<file path="config.mk">
export PLATFORM = sky130hd
export DESIGN_NAME = stego_pair_bit_extractor_unit
export DESIGN_NICKNAME = d
export VERILOG_FILES = /design/src/design/spbe_pkg.sv /design/src/design/spbe_front.sv /design/src/design/spbe_cmd_queue.sv /design/src/design/spbe_back.sv /design/src/design/stego_pair_bit_extractor_unit.sv
export SDC_FILE = /design/constraint.sdc
export NUM_CORES = 1
export LEC_CHECK = 0
export ABC_AREA = 1
export BUFFER_PORTS_ARGS = -buffer_cell sky130_fd_sc_hd__buf_2
export CAP_MARGIN = 20
export CORE_MARGIN = 2
export CORE_UTILIZATION = 35
export CTS_BUF_LIST = sky130_fd_sc_hd__clkbuf_8
export DETAILED_ROUTE_END_ITERATION = 8
export GPL_TIMING_DRIVEN = 0
export PLACE_DENSITY = 0.53
export RECOVER_POWER = 50
export SLEW_MARGIN = 15
export SYNTH_ARGS = -nofsm -noshare
export SYNTH_HDL_FRONTEND = slang
export SYNTH_SLANG_ARGS = --single-unit
</file>
<file path="constraint.sdc">
create_clock -name clk -period 5.09 [get_ports clk]
set_clock_uncertainty 0.15 [all_clocks]
set_input_delay 1.2725 -clock clk [delete_from_list [all_inputs] [get_ports clk]]
set_output_delay 1.2725 -clock clk [all_outputs]
set_load 0.005 [all_outputs]
</file>
<file path="src/design/spbe_pkg.sv">
// shared types and constants for the stego pair bit extractor
`timescale 1ns / 1ps
package spbe_pkg;

  localparam int unsigned THR_W       = 9;
  localparam logic [THR_W-1:0] THR_RESET = 9'd8;
  localparam int unsigned LEN_W       = 24;
  localparam logic [1:0] HDR_BYTES    = 2'd3;
  localparam logic [1:0] TOP_SLOT     = 2'd3;
  localparam logic [1:0] CH_LUMA      = 2'd0;

  localparam int unsigned CMDQ_DEPTH  = 4;
  localparam int unsigned CMDQ_AW     = $clog2(CMDQ_DEPTH);
  localparam int unsigned RESQ_DEPTH  = 2;
  localparam int unsigned RESQ_AW     = $clog2(RESQ_DEPTH);

  // classified pair handed from the front to the back
  typedef struct packed {
    logic       frame_start;
    logic       used;
    logic [1:0] bits;
  } cmd_t;

  typedef struct packed {
    logic [7:0]       payload_byte;
    logic             byte_valid;
    logic             last;
    logic [LEN_W-1:0] message_length;
  } result_t;

endpackage

</file>
<file path="src/design/spbe_front.sv">
// front end: threshold register and pair classification
`timescale 1ns / 1ps
module spbe_front (
  input  logic                      clk,
  input  logic                      rst_n,
  input  logic                      cfg_valid,
  output logic                      cfg_ready,
  input  logic [spbe_pkg::THR_W-1:0] cfg_diff_threshold,
  input  logic                      in_push,
  output logic                      in_full,
  input  logic                      in_frame_start,
  input  logic [1:0]                in_channel,
  input  logic [7:0]                in_prev_sample,
  input  logic [7:0]                in_curr_sample,
  input  logic                      q_full,
  output logic                      q_push,
  output spbe_pkg::cmd_t            q_cmd
);
  import spbe_pkg::*;

  logic [THR_W-1:0] thr_r, thr_nxt;
  logic [7:0]       mag;
  logic             used;

  assign cfg_ready = 1'b1;

  always_comb begin
    thr_nxt = thr_r;
    if (cfg_valid) begin
      thr_nxt = cfg_diff_threshold;
    end
  end

  always_ff @(posedge clk) begin
    if (!rst_n) begin
      thr_r <= THR_RESET;
    end else begin
      thr_r <= thr_nxt;
    end
  end

  assign mag  = (in_curr_sample >= in_prev_sample) ? (in_curr_sample - in_prev_sample)
                                                   : (in_prev_sample - in_curr_sample);
  assign used = (in_channel != CH_LUMA) && ({1'b0, mag} >= thr_r);

  // ((prev >> 1) + curr) & 1 is just prev[1] ^ curr[0]
  always_comb begin
    q_cmd.frame_start = in_frame_start;
    q_cmd.used        = used;
    q_cmd.bits        = {in_prev_sample[0], in_prev_sample[1] ^ in_curr_sample[0]};
  end

  // pairs that neither clear nor carry bits never enter the queue
  assign in_full = q_full;
  assign q_push  = in_push && !q_full && (in_frame_start || used);

endmodule

</file>
<file path="src/design/spbe_cmd_queue.sv">
// small fifo of classified pairs between front and back
`timescale 1ns / 1ps
module spbe_cmd_queue (
  input  logic           clk,
  input  logic           rst_n,
  input  logic           push,
  input  spbe_pkg::cmd_t push_cmd,
  output logic           full,
  input  logic           pop,
  output logic           empty,
  output spbe_pkg::cmd_t head
);
  import spbe_pkg::*;

  cmd_t               mem [CMDQ_DEPTH];
  logic [CMDQ_AW-1:0] wr_ptr_r, wr_ptr_nxt;
  logic [CMDQ_AW-1:0] rd_ptr_r, rd_ptr_nxt;
  logic [CMDQ_AW:0]   cnt_r, cnt_nxt;
  logic               do_push, do_pop;

  assign full    = (cnt_r == (CMDQ_AW+1)'(CMDQ_DEPTH));
  assign empty   = (cnt_r == '0);
  assign do_push = push && !full;
  assign do_pop  = pop && !empty;
  assign head    = mem[rd_ptr_r];

  always_comb begin
    wr_ptr_nxt = do_push ? wr_ptr_r + 1'b1 : wr_ptr_r;
    rd_ptr_nxt = do_pop  ? rd_ptr_r + 1'b1 : rd_ptr_r;
    cnt_nxt    = cnt_r;
    if (do_push && !do_pop) begin
      cnt_nxt = cnt_r + 1'b1;
    end else if (do_pop && !do_push) begin
      cnt_nxt = cnt_r - 1'b1;
    end
  end

  always_ff @(posedge clk) begin
    if (!rst_n) begin
      wr_ptr_r <= '0;
      rd_ptr_r <= '0;
      cnt_r    <= '0;
    end else begin
      wr_ptr_r <= wr_ptr_nxt;
      rd_ptr_r <= rd_ptr_nxt;
      cnt_r    <= cnt_nxt;
    end
  end

  always_ff @(posedge clk) begin
    if (do_push) begin
      mem[wr_ptr_r] <= push_cmd;
    end
  end

endmodule

</file>
<file path="src/design/spbe_back.sv">
// back end: bit packing, header decode, payload count and result buffer
`timescale 1ns / 1ps
module spbe_back (
  input  logic                        clk,
  input  logic                        rst_n,
  input  logic                        q_empty,
  input  spbe_pkg::cmd_t              q_head,
  output logic                        q_pop,
  input  logic                        out_pop,
  output logic                        out_empty,
  output logic [7:0]                  out_payload_byte,
  output logic                        out_byte_valid,
  output logic                        out_last,
  output logic [spbe_pkg::LEN_W-1:0]  out_message_length
);
  import spbe_pkg::*;

  logic [1:0]       slot_r, slot_nxt;
  logic [7:0]       acc_r, acc_nxt;
  logic [1:0]       hc_r, hc_nxt;
  logic [LEN_W-1:0] len_r, len_nxt;
  logic [LEN_W-1:0] pc_r, pc_nxt;
  logic             fin_r, fin_nxt;

  logic [1:0]       s_slot;
  logic [7:0]       s_acc;
  logic [1:0]       s_hc;
  logic [LEN_W-1:0] s_len;
  logic [LEN_W-1:0] s_pc;
  logic             s_fin;
  logic [7:0]       acc_new;
  logic [LEN_W-1:0] len_shift;
  logic [LEN_W-1:0] pc_inc;

  result_t            res_mem [RESQ_DEPTH];
  logic [RESQ_AW-1:0] res_wp_r, res_rp_r;
  logic [RESQ_AW:0]   res_cnt_r, res_cnt_nxt;
  logic               res_wr, res_rd, res_space;
  result_t            res_data, res_head;

  assign res_rd    = out_pop && (res_cnt_r != '0);
  assign res_space = (res_cnt_r != (RESQ_AW+1)'(RESQ_DEPTH)) || res_rd;
  assign q_pop     = !q_empty && res_space;

  always_comb begin
    s_slot = q_head.frame_start ? TOP_SLOT : slot_r;
    s_acc  = q_head.frame_start ? 8'd0 : acc_r;
    s_hc   = q_head.frame_start ? 2'd0 : hc_r;
    s_len  = q_head.frame_start ? '0 : len_r;
    s_pc   = q_head.frame_start ? '0 : pc_r;
    s_fin  = q_head.frame_start ? 1'b0 : fin_r;

    acc_new   = s_acc | ({6'd0, q_head.bits} << {s_slot, 1'b0});
    len_shift = {s_len[LEN_W-9:0], acc_new};
    pc_inc    = s_pc + 1'b1;

    slot_nxt = slot_r;
    acc_nxt  = acc_r;
    hc_nxt   = hc_r;
    len_nxt  = len_r;
    pc_nxt   = pc_r;
    fin_nxt  = fin_r;
    res_wr   = 1'b0;
    res_data = '0;

    if (q_pop) begin
      slot_nxt = s_slot;
      acc_nxt  = s_acc;
      hc_nxt   = s_hc;
      len_nxt  = s_len;
      pc_nxt   = s_pc;
      fin_nxt  = s_fin;
      if (!s_fin && q_head.used) begin
        if (s_slot != 2'd0) begin
          slot_nxt = s_slot - 1'b1;
          acc_nxt  = acc_new;
        end else begin
          slot_nxt = TOP_SLOT;
          acc_nxt  = 8'd0;
          if (s_hc != HDR_BYTES) begin
            // header byte: shift into the length, big-endian
            len_nxt = len_shift;
            hc_nxt  = s_hc + 1'b1;
            if ((s_hc == HDR_BYTES - 2'd1) && (len_shift == '0)) begin
              fin_nxt                 = 1'b1;
              res_wr                  = 1'b1;
              res_data.last           = 1'b1;
              res_data.message_length = '0;
            end
          end else begin
            pc_nxt                  = pc_inc;
            res_wr                  = 1'b1;
            res_data.payload_byte   = acc_new;
            res_data.byte_valid     = 1'b1;
            res_data.message_length = s_len;
            if (pc_inc == s_len) begin
              fin_nxt       = 1'b1;
              res_data.last = 1'b1;
            end
          end
        end
      end
    end
  end

  always_ff @(posedge clk) begin
    if (!rst_n) begin
      slot_r <= TOP_SLOT;
      acc_r  <= 8'd0;
      hc_r   <= 2'd0;
      len_r  <= '0;
      pc_r   <= '0;
      fin_r  <= 1'b0;
    end else begin
      slot_r <= slot_nxt;
      acc_r  <= acc_nxt;
      hc_r   <= hc_nxt;
      len_r  <= len_nxt;
      pc_r   <= pc_nxt;
      fin_r  <= fin_nxt;
    end
  end

  // two-entry result buffer
  always_comb begin
    res_cnt_nxt = res_cnt_r;
    if (res_wr && !res_rd) begin
      res_cnt_nxt = res_cnt_r + 1'b1;
    end else if (res_rd && !res_wr) begin
      res_cnt_nxt = res_cnt_r - 1'b1;
    end
  end

  always_ff @(posedge clk) begin
    if (!rst_n) begin
      res_wp_r  <= '0;
      res_rp_r  <= '0;
      res_cnt_r <= '0;
    end else begin
      res_cnt_r <= res_cnt_nxt;
      if (res_wr) begin
        res_wp_r <= res_wp_r + 1'b1;
      end
      if (res_rd) begin
        res_rp_r <= res_rp_r + 1'b1;
      end
    end
  end

  always_ff @(posedge clk) begin
    if (res_wr) begin
      res_mem[res_wp_r] <= res_data;
    end
  end

  assign res_head           = res_mem[res_rp_r];
  assign out_empty          = (res_cnt_r == '0);
  assign out_payload_byte   = res_head.payload_byte;
  assign out_byte_valid     = res_head.byte_valid;
  assign out_last           = res_head.last;
  assign out_message_length = res_head.message_length;

`ifndef ASSERT_OFF
  a_res_cnt_bound: assert property (@(posedge clk) disable iff (!rst_n)
    res_cnt_r <= (RESQ_AW+1)'(RESQ_DEPTH))
    else $error("result buffer overfilled");

  a_fin_silent: assert property (@(posedge clk) disable iff (!rst_n)
    (fin_r && q_pop && !q_head.frame_start) |-> !res_wr)
    else $error("result produced after message end");

  a_hdr_bound: assert property (@(posedge clk) disable iff (!rst_n)
    hc_r <= HDR_BYTES)
    else $error("header count overran");

  a_fin_needs_header: assert property (@(posedge clk) disable iff (!rst_n)
    $rose(fin_r) |-> (hc_r == HDR_BYTES))
    else $error("finished before header complete");
`endif

endmodule

</file>
<file path="src/design/stego_pair_bit_extractor_unit.sv">
// top level of the stego pair bit extractor
// a pair that completes a byte goes into the registered command queue, where it waits while
//   the result buffer is full, then through the back end into the registered result buffer
// throughput: one pair per cycle while the result buffer has room, set by the back-end update of the packing state
// reset (synchronous, rst_n low): queues empty, extraction state cleared, threshold back to 8
// no memory clearing pass is needed after reset
`timescale 1ns / 1ps
module stego_pair_bit_extractor_unit (
  input  logic                        clk,
  input  logic                        rst_n,
  // configuration write channel
  input  logic                        cfg_valid,
  output logic                        cfg_ready,
  input  logic [spbe_pkg::THR_W-1:0]  cfg_diff_threshold,
  // input pairs
  input  logic                        in_push,
  output logic                        in_full,
  input  logic                        in_frame_start,
  input  logic [1:0]                  in_channel,
  input  logic [7:0]                  in_prev_sample,
  input  logic [7:0]                  in_curr_sample,
  // results
  output logic                        out_empty,
  input  logic                        out_pop,
  output logic [7:0]                  out_payload_byte,
  output logic                        out_byte_valid,
  output logic                        out_last,
  output logic [spbe_pkg::LEN_W-1:0]  out_message_length
);
  import spbe_pkg::*;

  // front to queue
  logic q_push, q_full;
  cmd_t q_cmd;
  // queue to back
  logic q_pop, q_empty;
  cmd_t q_head;

  // front: holds the threshold, works out |curr - prev| and the two bits,
  // and drops luma or low-contrast pairs unless they carry a frame start
  spbe_front u_front (
    .clk                (clk),
    .rst_n              (rst_n),
    .cfg_valid          (cfg_valid),
    .cfg_ready          (cfg_ready),
    .cfg_diff_threshold (cfg_diff_threshold),
    .in_push            (in_push),
    .in_full            (in_full),
    .in_frame_start     (in_frame_start),
    .in_channel         (in_channel),
    .in_prev_sample     (in_prev_sample),
    .in_curr_sample     (in_curr_sample),
    .q_full             (q_full),
    .q_push             (q_push),
    .q_cmd              (q_cmd)
  );

  // decouples the front from back-end stalls caused by a full result buffer
  spbe_cmd_queue u_cmd_queue (
    .clk      (clk),
    .rst_n    (rst_n),
    .push     (q_push),
    .push_cmd (q_cmd),
    .full     (q_full),
    .pop      (q_pop),
    .empty    (q_empty),
    .head     (q_head)
  );

  // back: packs bit pairs msb first into bytes, collects the three length
  // bytes, then emits payload bytes until the length is reached
  spbe_back u_back (
    .clk                (clk),
    .rst_n              (rst_n),
    .q_empty            (q_empty),
    .q_head             (q_head),
    .q_pop              (q_pop),
    .out_pop            (out_pop),
    .out_empty          (out_empty),
    .out_payload_byte   (out_payload_byte),
    .out_byte_valid     (out_byte_valid),
    .out_last           (out_last),
    .out_message_length (out_message_length)
  );

endmodule

</file>
; After elaboration in Yosys (flattened, before gate mapping)
; Memory sizes are Yosys's and may differ from the RTL's. A register that Yosys moved wholly into a read port is not among the register bits.
; Index checks and enable logic that the tools add are counted.
[totals]
register_bits = 81
latchBits = 0
ramBits = 84
romBits = 0
inputBits = 33
output_inout_bits = 37
wordCells = 117
mem_count = 2
[memory_table]
columns = name, depth, word_bits, read_ports, rd_ports_with_merged_regs, write_ports, line
row1 = u_back.res_mem, 2, 34, 1, 1, 1, spbe_back.sv:35  ; result_t res_mem [RESQ_DEPTH];
row2 = u_cmd_queue.mem, 4, 4, 1, 1, 1, spbe_cmd_queue.sv:15  ; cmd_t mem [CMDQ_DEPTH];
[op_classes]
addsub = 13
multipliers = 0
n_div = 0
magnitude_cmp = 2
n_eq_ne = 5
shift = 1
muxes = 49
bitwise = 2
n_reduce_logical = 30
[ops]
columns = cell, count
row1 = 2-to-1 mux 24 bit, 8
row2 = 2-to-1 mux 34 bit, 3
row3 = 2-to-1 mux 25 bit, 2
row4 = 2-to-1 mux 8 bit, 4
row5 = "adder 24 x 1 -> 24 bit, second input constant", 1
row6 = == test 24 bit, 1
row7 = zero test 24 bit, 1
row8 = 2-to-1 mux 2 bit, 11
row9 = 2-to-1 mux 1 bit, 18
row10 = subtractor 8 bit, 2
row11 = logical AND 1 bit, 13
row12 = nonzero test 2 bit, 5
row13 = >= comparator 8 x 9 -> 1 bit, 1
row14 = 2-to-1 mux 9 bit, 1
row15 = "adder 2 x 1 -> 2 bit, second input constant", 4
row16 = >= comparator 8 bit, 1
row17 = bitwise OR 8 bit, 1
row18 = << shifter 2 x 3 -> 8 bit, 1
row19 = zero test 1 bit, 7
row20 = 2-to-1 mux 3 bit, 2
row21 = "!= test 2 bit, second input constant", 2
row22 = "subtractor 2 x 1 -> 2 bit, second input constant", 2
row23 = "adder 3 x 1 -> 3 bit, second input constant", 1
row24 = "== test 3 bit, second input constant", 1
row25 = other kinds (7), 9

; Longest topological paths before layout
[logic_depth]
word_depth = 14
mapped_depth = 33
mapped_depth_nobuf = 32

; By module
; Synthesis repeated with hierarchy kept, for this count alone.
[hier_totals]
hier_cells = 1266
area_unflattened_um2 = 9808.2
[modules_own_cells]
columns = mod, instances, cells_each, area_per_inst_um2, seq_area_each_um2
row1 = spbe_back, 1, 922, 7253.2, 3363.2
row2 = spbe_front, 1, 235, 1451.4, 180.2
row3 = spbe_cmd_queue, 1, 109, 1103.6, 660.6

; Worst setup path before layout
; Ideal clock, no wire load.
[synth_timing]
path_kind = input port to flip-flop
from = input port in_curr_sample[0]
to = register u_cmd_queue.cnt_r[2]
setup_ps = 122
arrival_time_ps = 4890
required_ps = 4818
slack_ps = -72
path_stages = 32
path_buffers = 1
path_cell_list = inv_1 -> ha_1 -> inv_1 -> fa_1 -> inv_1 -> o21ai_0 -> nand2_1 -> nand3_1 -> clkbuf_1 -> o21ai_0 -> xor2_1 -> inv_1 -> ha_1 -> nand2_1 -> o211ai_1 -> nand3_1 -> nand2_1 -> nand3_1 -> nand2_1 -> a21oi_1 -> nor2_1 -> o21ai_0 -> nand2_1 -> nand2_1 -> inv_1 -> ha_1 -> inv_1 -> fa_1 -> a21oi_1 -> o21ai_0 -> o21ai_0 -> a21oi_1
[synth_via]
elab_chain_cells = 10
word_cells_on_any_way = 14
classes_between = add/sub (2) / order compare (2) / mux (2) / reduce/logical (8)
[synth_rtl]
columns = element, line
row1 = "start, declared", stego_pair_bit_extractor_unit.sv:21  ; input logic [7:0] in_curr_sample,
row2 = "subtractor 8 bit, or another cell as far along", spbe_front.sv:43  ; : (in_prev_sample - in_curr_sample);
row3 = 2-to-1 mux 8 bit *, spbe_front.sv:42  ; assign mag = (in_curr_sample >= in_prev_sample) ? (in_curr_sample - in_prev_sample)
row4 = >= comparator 8 x 9 -> 1 bit *, spbe_front.sv:44  ; assign used = (in_channel != CH_LUMA) && ({1'b0, mag} >= thr_r);
row5 = logical AND 1 bit *, spbe_front.sv:44
row6 = logical OR 1 bit *, spbe_front.sv:55  ; assign q_push = in_push && !q_full && (in_frame_start || used);
row7 = logical AND 1 bit *, spbe_front.sv:55
row8 = logical AND 1 bit *, spbe_cmd_queue.sv:23  ; assign do_push = push && !full;
row9 = net u_cmd_queue.do_push, spbe_cmd_queue.sv:19  ; logic do_push, do_pop;
row10 = zero test 1 bit, spbe_cmd_queue.sv:33  ; end else if (do_pop && !do_push) begin
row11 = logical AND 1 bit, spbe_cmd_queue.sv:33
row12 = nonzero test 2 bit (no line), n/a
row13 = "end signal, assigned", spbe_cmd_queue.sv:46  ; cnt_r <= cnt_nxt;
row14 = "end, declared", spbe_cmd_queue.sv:18  ; logic [CMDQ_AW:0] cnt_r, cnt_nxt;
; The timed path passes the listed nets; every way through them passes the cells marked *.
; A chain may end at the register's enable or synchronous reset.

; Worst setup path after layout
[layout_timing]
from = input port in_prev_sample[7]
to = register u_cmd_queue.cnt_r[2]
[layout_via]
elab_chain_cells = 10
word_cells_on_any_way = 14
classes_between = add/sub (2) / order compare (2) / mux (2) / reduce/logical (8)
[layout_rtl]
columns = element, line
row1 = "start, declared", stego_pair_bit_extractor_unit.sv:20  ; input logic [7:0] in_prev_sample,
row2 = "subtractor 8 bit, or another cell as far along", spbe_front.sv:43
row3 = 2-to-1 mux 8 bit *, spbe_front.sv:42
row4 = >= comparator 8 x 9 -> 1 bit *, spbe_front.sv:44
row5 = logical AND 1 bit *, spbe_front.sv:44
row6 = logical OR 1 bit *, spbe_front.sv:55
row7 = logical AND 1 bit *, spbe_front.sv:55
row8 = logical AND 1 bit *, spbe_cmd_queue.sv:23
row9 = net u_cmd_queue.do_push, spbe_cmd_queue.sv:19
row10 = zero test 1 bit, spbe_cmd_queue.sv:33
row11 = logical AND 1 bit, spbe_cmd_queue.sv:33
row12 = nonzero test 2 bit (no line), n/a
; Marks and branches as above.

==> summary.md <==
| Metric | Value |
|---|---|
| Status | finished, final reports clean |
| Max-cap viol count | 0 |
| Hold path cells | 1 |
| Placed cell count | 1617 |
| TritonCTS Buffers | 17 |
| Die X-Extent | 170 microns |
| Hold worst-path end | u_back.res_rp_r$_SDFFE_PN0P_ |
| Prevailing post-synth register cell | edfxtp_1 |
| DRC errors left | 0 |
| Synth Register Bits | 168 |
| PortBufs | 68 |
| PD cells | 396 nW/um^2 |
| Distinct cells, synth | 47 |
| Synthesized net count | 1274 |
| Crit end category | flip-flop |
| Total gr overflow | 0 |
| Internal Power | 2.46 mW |
| DP Wirelength | 20100 microns |
| Area contributors post-synth | edfxtp_1 26%, dfxtp_1 18%, nand2_1 9.5%, inv_1 6.4%, a21oi_1 5.3% |
| Min-delay src | u_back.res_rp_r$_SDFFE_PN0P_ |
| Ys async rst share | 0 |
| Sequential power share | 0.382 |
| Fin cells | 1657 |
| Initial core utilization | 0.356 |
| Seq/Total Area, Yosys | 0.438 |
| RePlAce Congestion | 0.900 |
| Largest net degree at the start of global routing | 36 |
| CTS tree | yes |
| Max stage delay cell, worst path | fa_2 |
| CTS sink count | 168 |
| Leak | 4.90 nW |
| Worst-path clk slew | 0.10 ns |
| Total negative slack | 0 ns |
| Cell area after synthesis | 9610 sq um |
| I/O Pins | 70 |
| Sw Ratio | 0.436 |
| N_diodes | 0 |
| VDD IR max | 209 uV |
| Reg-to-reg endpoint | u_back.res_mem[1][24]$_DFFE_PP_ |
| Setup WS post-layout | 0.277 ns |
| Slew headroom | 0.498 |
| Worst Path Required | 5.30 ns |
| Final Util | 0.407 |
| Post-synth top area cell | edfxtp_1 |
| Clock Tree Buf Depth | 2 |
| Critical path arrival | 5.02 ns |
| Share of cells above drive strength 1 | 0.167 |
| Switching Power | 1.90 mW |
| Worst setup path startpoint | in_prev_sample[7] |
| Filler cells | 2772 |
| Final setup fails | 0 |
| Clock Tree Root | clkbuf_8 |
| Hold WC Path Type | flip-flop to flip-flop |
| WS Path Type | primary input to flip-flop |
| Core ar. | 27000 sq um |
| First-pass GRT wire length | 42900 microns |
| Final hold viol count | 0 |
| Via density per instance | 5.06 |
| EDFF count, synth | 84 |
| Die area | 28800 sq um |
| H-tree Lvls | 4 |
| Comb power frac | 0.411 |
| Hold buffers post-CTS | 0 |
| R2r setup slk | 0.37 ns |
| Iteration-0 DRC Markers | 689 |
| Via count | 8392 |
| Post-synth top area share | 0.263 |
| P&R area growth vs syn | 14.3% |
| Detailed Route WL | 27400 microns |
| CP Max Fanout | 3 |
| Slew Limit Fails | 0 |
| Worst reg2reg path depth | 28 |
| Final-stage net count | 1370 |
| Ys Warns | 0 |
| First-pass DRT Iterations | 6 |
| # rows | 60 |
| Post-Syn Instances | 1207 |
| Synth Area per Inst | 7.96 sq um |
| Power share of the clock group | 0.208 |
| Vias in the first global route | 7753 |
| GRT Total Usage | 0.193 |
| Minimum clock period | 4.81 ns |
| Die H | 170 microns |
| Antenna violations before repair | 0 |
| CP dominant cell by count | nand2_1 |
| Post-DRT Antenna Nets | 0 |
| Hold slack | 0.312 ns |
| Worst skew pair latency | 0.48 ns |
| CP peak stage delay | 0.37 ns |
| Final Cycle Share | 0.945 |
| Max Fclk | 208 MHz |
| Avg WL per Cell | 16.5 microns |
| Dpl ws | -0.829 ns |
| Worst Max-Slew Pin Slew | 0.753 ns |
| Worst setup SP type | primary input |
==> worst max path at each step <==
stage / endpoint / slack, ns / depth (start not counted)
detailed placement: u_cmd_queue.cnt_r[2]$_SDFFE_PN0P_ / -0.83 / 33
CTS: u_cmd_queue.cnt_r[2]$_SDFFE_PN0P_ / 0.05 / 33
global route: u_cmd_queue.cnt_r[2]$_SDFFE_PN0P_ / -0.02 / 31
global placement: u_back.res_mem[0][19]$_DFFE_PP_ / -0.84 / 15
floorplan: u_cmd_queue.cnt_r[2]$_SDFFE_PN0P_ / 0.004 / 32
finish: u_cmd_queue.cnt_r[2]$_SDFFE_PN0P_ / 0.28 / 31
==> area by class of cell <==
| class | instances | area (sq um) | area share |
|---|---|---|---|
| flip-flops and latches | 168 | 4200 | 0.383 |
| multi-input cells | 819 | 4650 | 0.424 |
| clock inverters | 15 | 120 | 0.0109 |
| repair buffers | 77 | 428 | 0.0390 |
| inverters | 170 | 648 | 0.0590 |
| well taps | 341 | 427 | 0.0389 |
| clock buffers | 17 | 234 | 0.0213 |
| plain buffers | 50 | 269 | 0.0245 |
==> flip-flops by register name (all words and copies together), names as in the netlist, named ones only <==
register and cells:
u_cmd_queue.wr_ptr_r 2, u_back.res_rp_r 1, u_back.hc_r 2, u_back.acc_r 8, u_front.thr_r 9, u_back.pc_r 24
u_cmd_queue.cnt_r 3, u_back.res_cnt_r 2, u_cmd_queue.mem 16, u_cmd_queue.rd_ptr_r 2, u_back.res_wp_r 1, u_back.fin_r 1
u_back.len_r 24, u_back.res_mem 68, u_back.slot_r 2
==> placed cells by master (no fill, tap or decap), types with 15 or more instances in the layout <==
master / count
ha_1: 24
mux2_2: 34
edfxtp_1: 84
buf_2: 61
nand2_1: 240
clkbuf_1: 44
nor2_1: 111
nand4_1: 15
dfxtp_1: 84
o21ai_0: 80
nand3_1: 81
inv_1: 159
a21oi_1: 100
clkbuf_8: 17
o211ai_1: 33
==> metrics by stage <==
| step | area (sq um) | power (mW) |
|---|---|---|
| 6_report | 11000 | 4.35 |
| 5_1_grt | 11000 | 4.63 |
| 4_1_cts | 10800 | 4.30 |
| 3_5_place_dp | 10400 | 3.38 |
| 3_3_place_gp | 10400 | 3.38 |
| 2_1_floorplan | 9610 | 2.82 |
==> repair_timing <==
item | 4_1_cts | 5_1_grt
resized for setup | 9 | 41
endpoints found under the setup margin | 2 | 2
cloned | 0 | 0
pin swaps | 2 | 17
setup buffers | 4 | 4
==> power groups by stage <==
stage / combinational (mW) / sequential (mW) / clock [mW]
after global placement: 1.70 / 1.69 / 0
final: 1.79 / 1.66 / 0.904
after global routing: 1.98 / 1.68 / 0.974
after CTS: 1.73 / 1.66 / 0.919
after detailed placement: 1.70 / 1.69 / 0
after floorplan: 1.16 / 1.66 / 0
==> cell usage after synthesis, types with 3 or more instances <==
cell type,n
nand4_1,15
xnor2_1,3
buf_6,6
dfxtp_1,84
o211ai_1,33
nor3_1,3
nand2_2,8
fa_1,3
a21oi_1,102
buf_4,3
nor2_4,3
edfxtp_1,84
inv_2,5
nor2_1,112
nand2_4,3
o21a_1,3
nand3_2,10
nand2_1,244
o21ai_0,85
nand3b_1,5
mux2_2,34
o21ai_1,4
nor2_2,9
buf_2,11
nand3_1,83
ha_1,31
xor2_1,6
inv_1,164
clkbuf_1,28
==> worst max-delay path: cells and delay by family <==
family,cells,cell delay [ns]
fa+ha+maj,4,1.12
buf+inv,6,0.44
compound gates,9,1.09
xor+xnor,1,0.15
simple gates,11,0.95
==> layer usage <==
metal / share of wire / up-vias / wire length [microns] / track usage
li1: - / 4201 / - / -
met1: 0.47 / 3890 / 12800 / 0.269
met2: 0.45 / 264 / 12300 / 0.309
met4: 0.021 / 0 / 561 / 0.0595
met5: 0 / - / 0 / 0
met3: 0.061 / 37 / 1670 / 0.0292
==> kinds of logic (layout without fill, tap and decap cells) <==
family          Yosys count  count (layout)  share of synthesized area
other cells               1               1                   0.000390
xor+xnor                 10              10                     0.0105
flops                   168             168                      0.438
simple gates            502             502                      0.234
buf+inv                 220             329                     0.0949
compound gates          238             238                      0.136
fa+ha+maj                34              34                     0.0466
mux                      34              34                     0.0398
No activity file was read; power rests on OpenSTA's default activity.
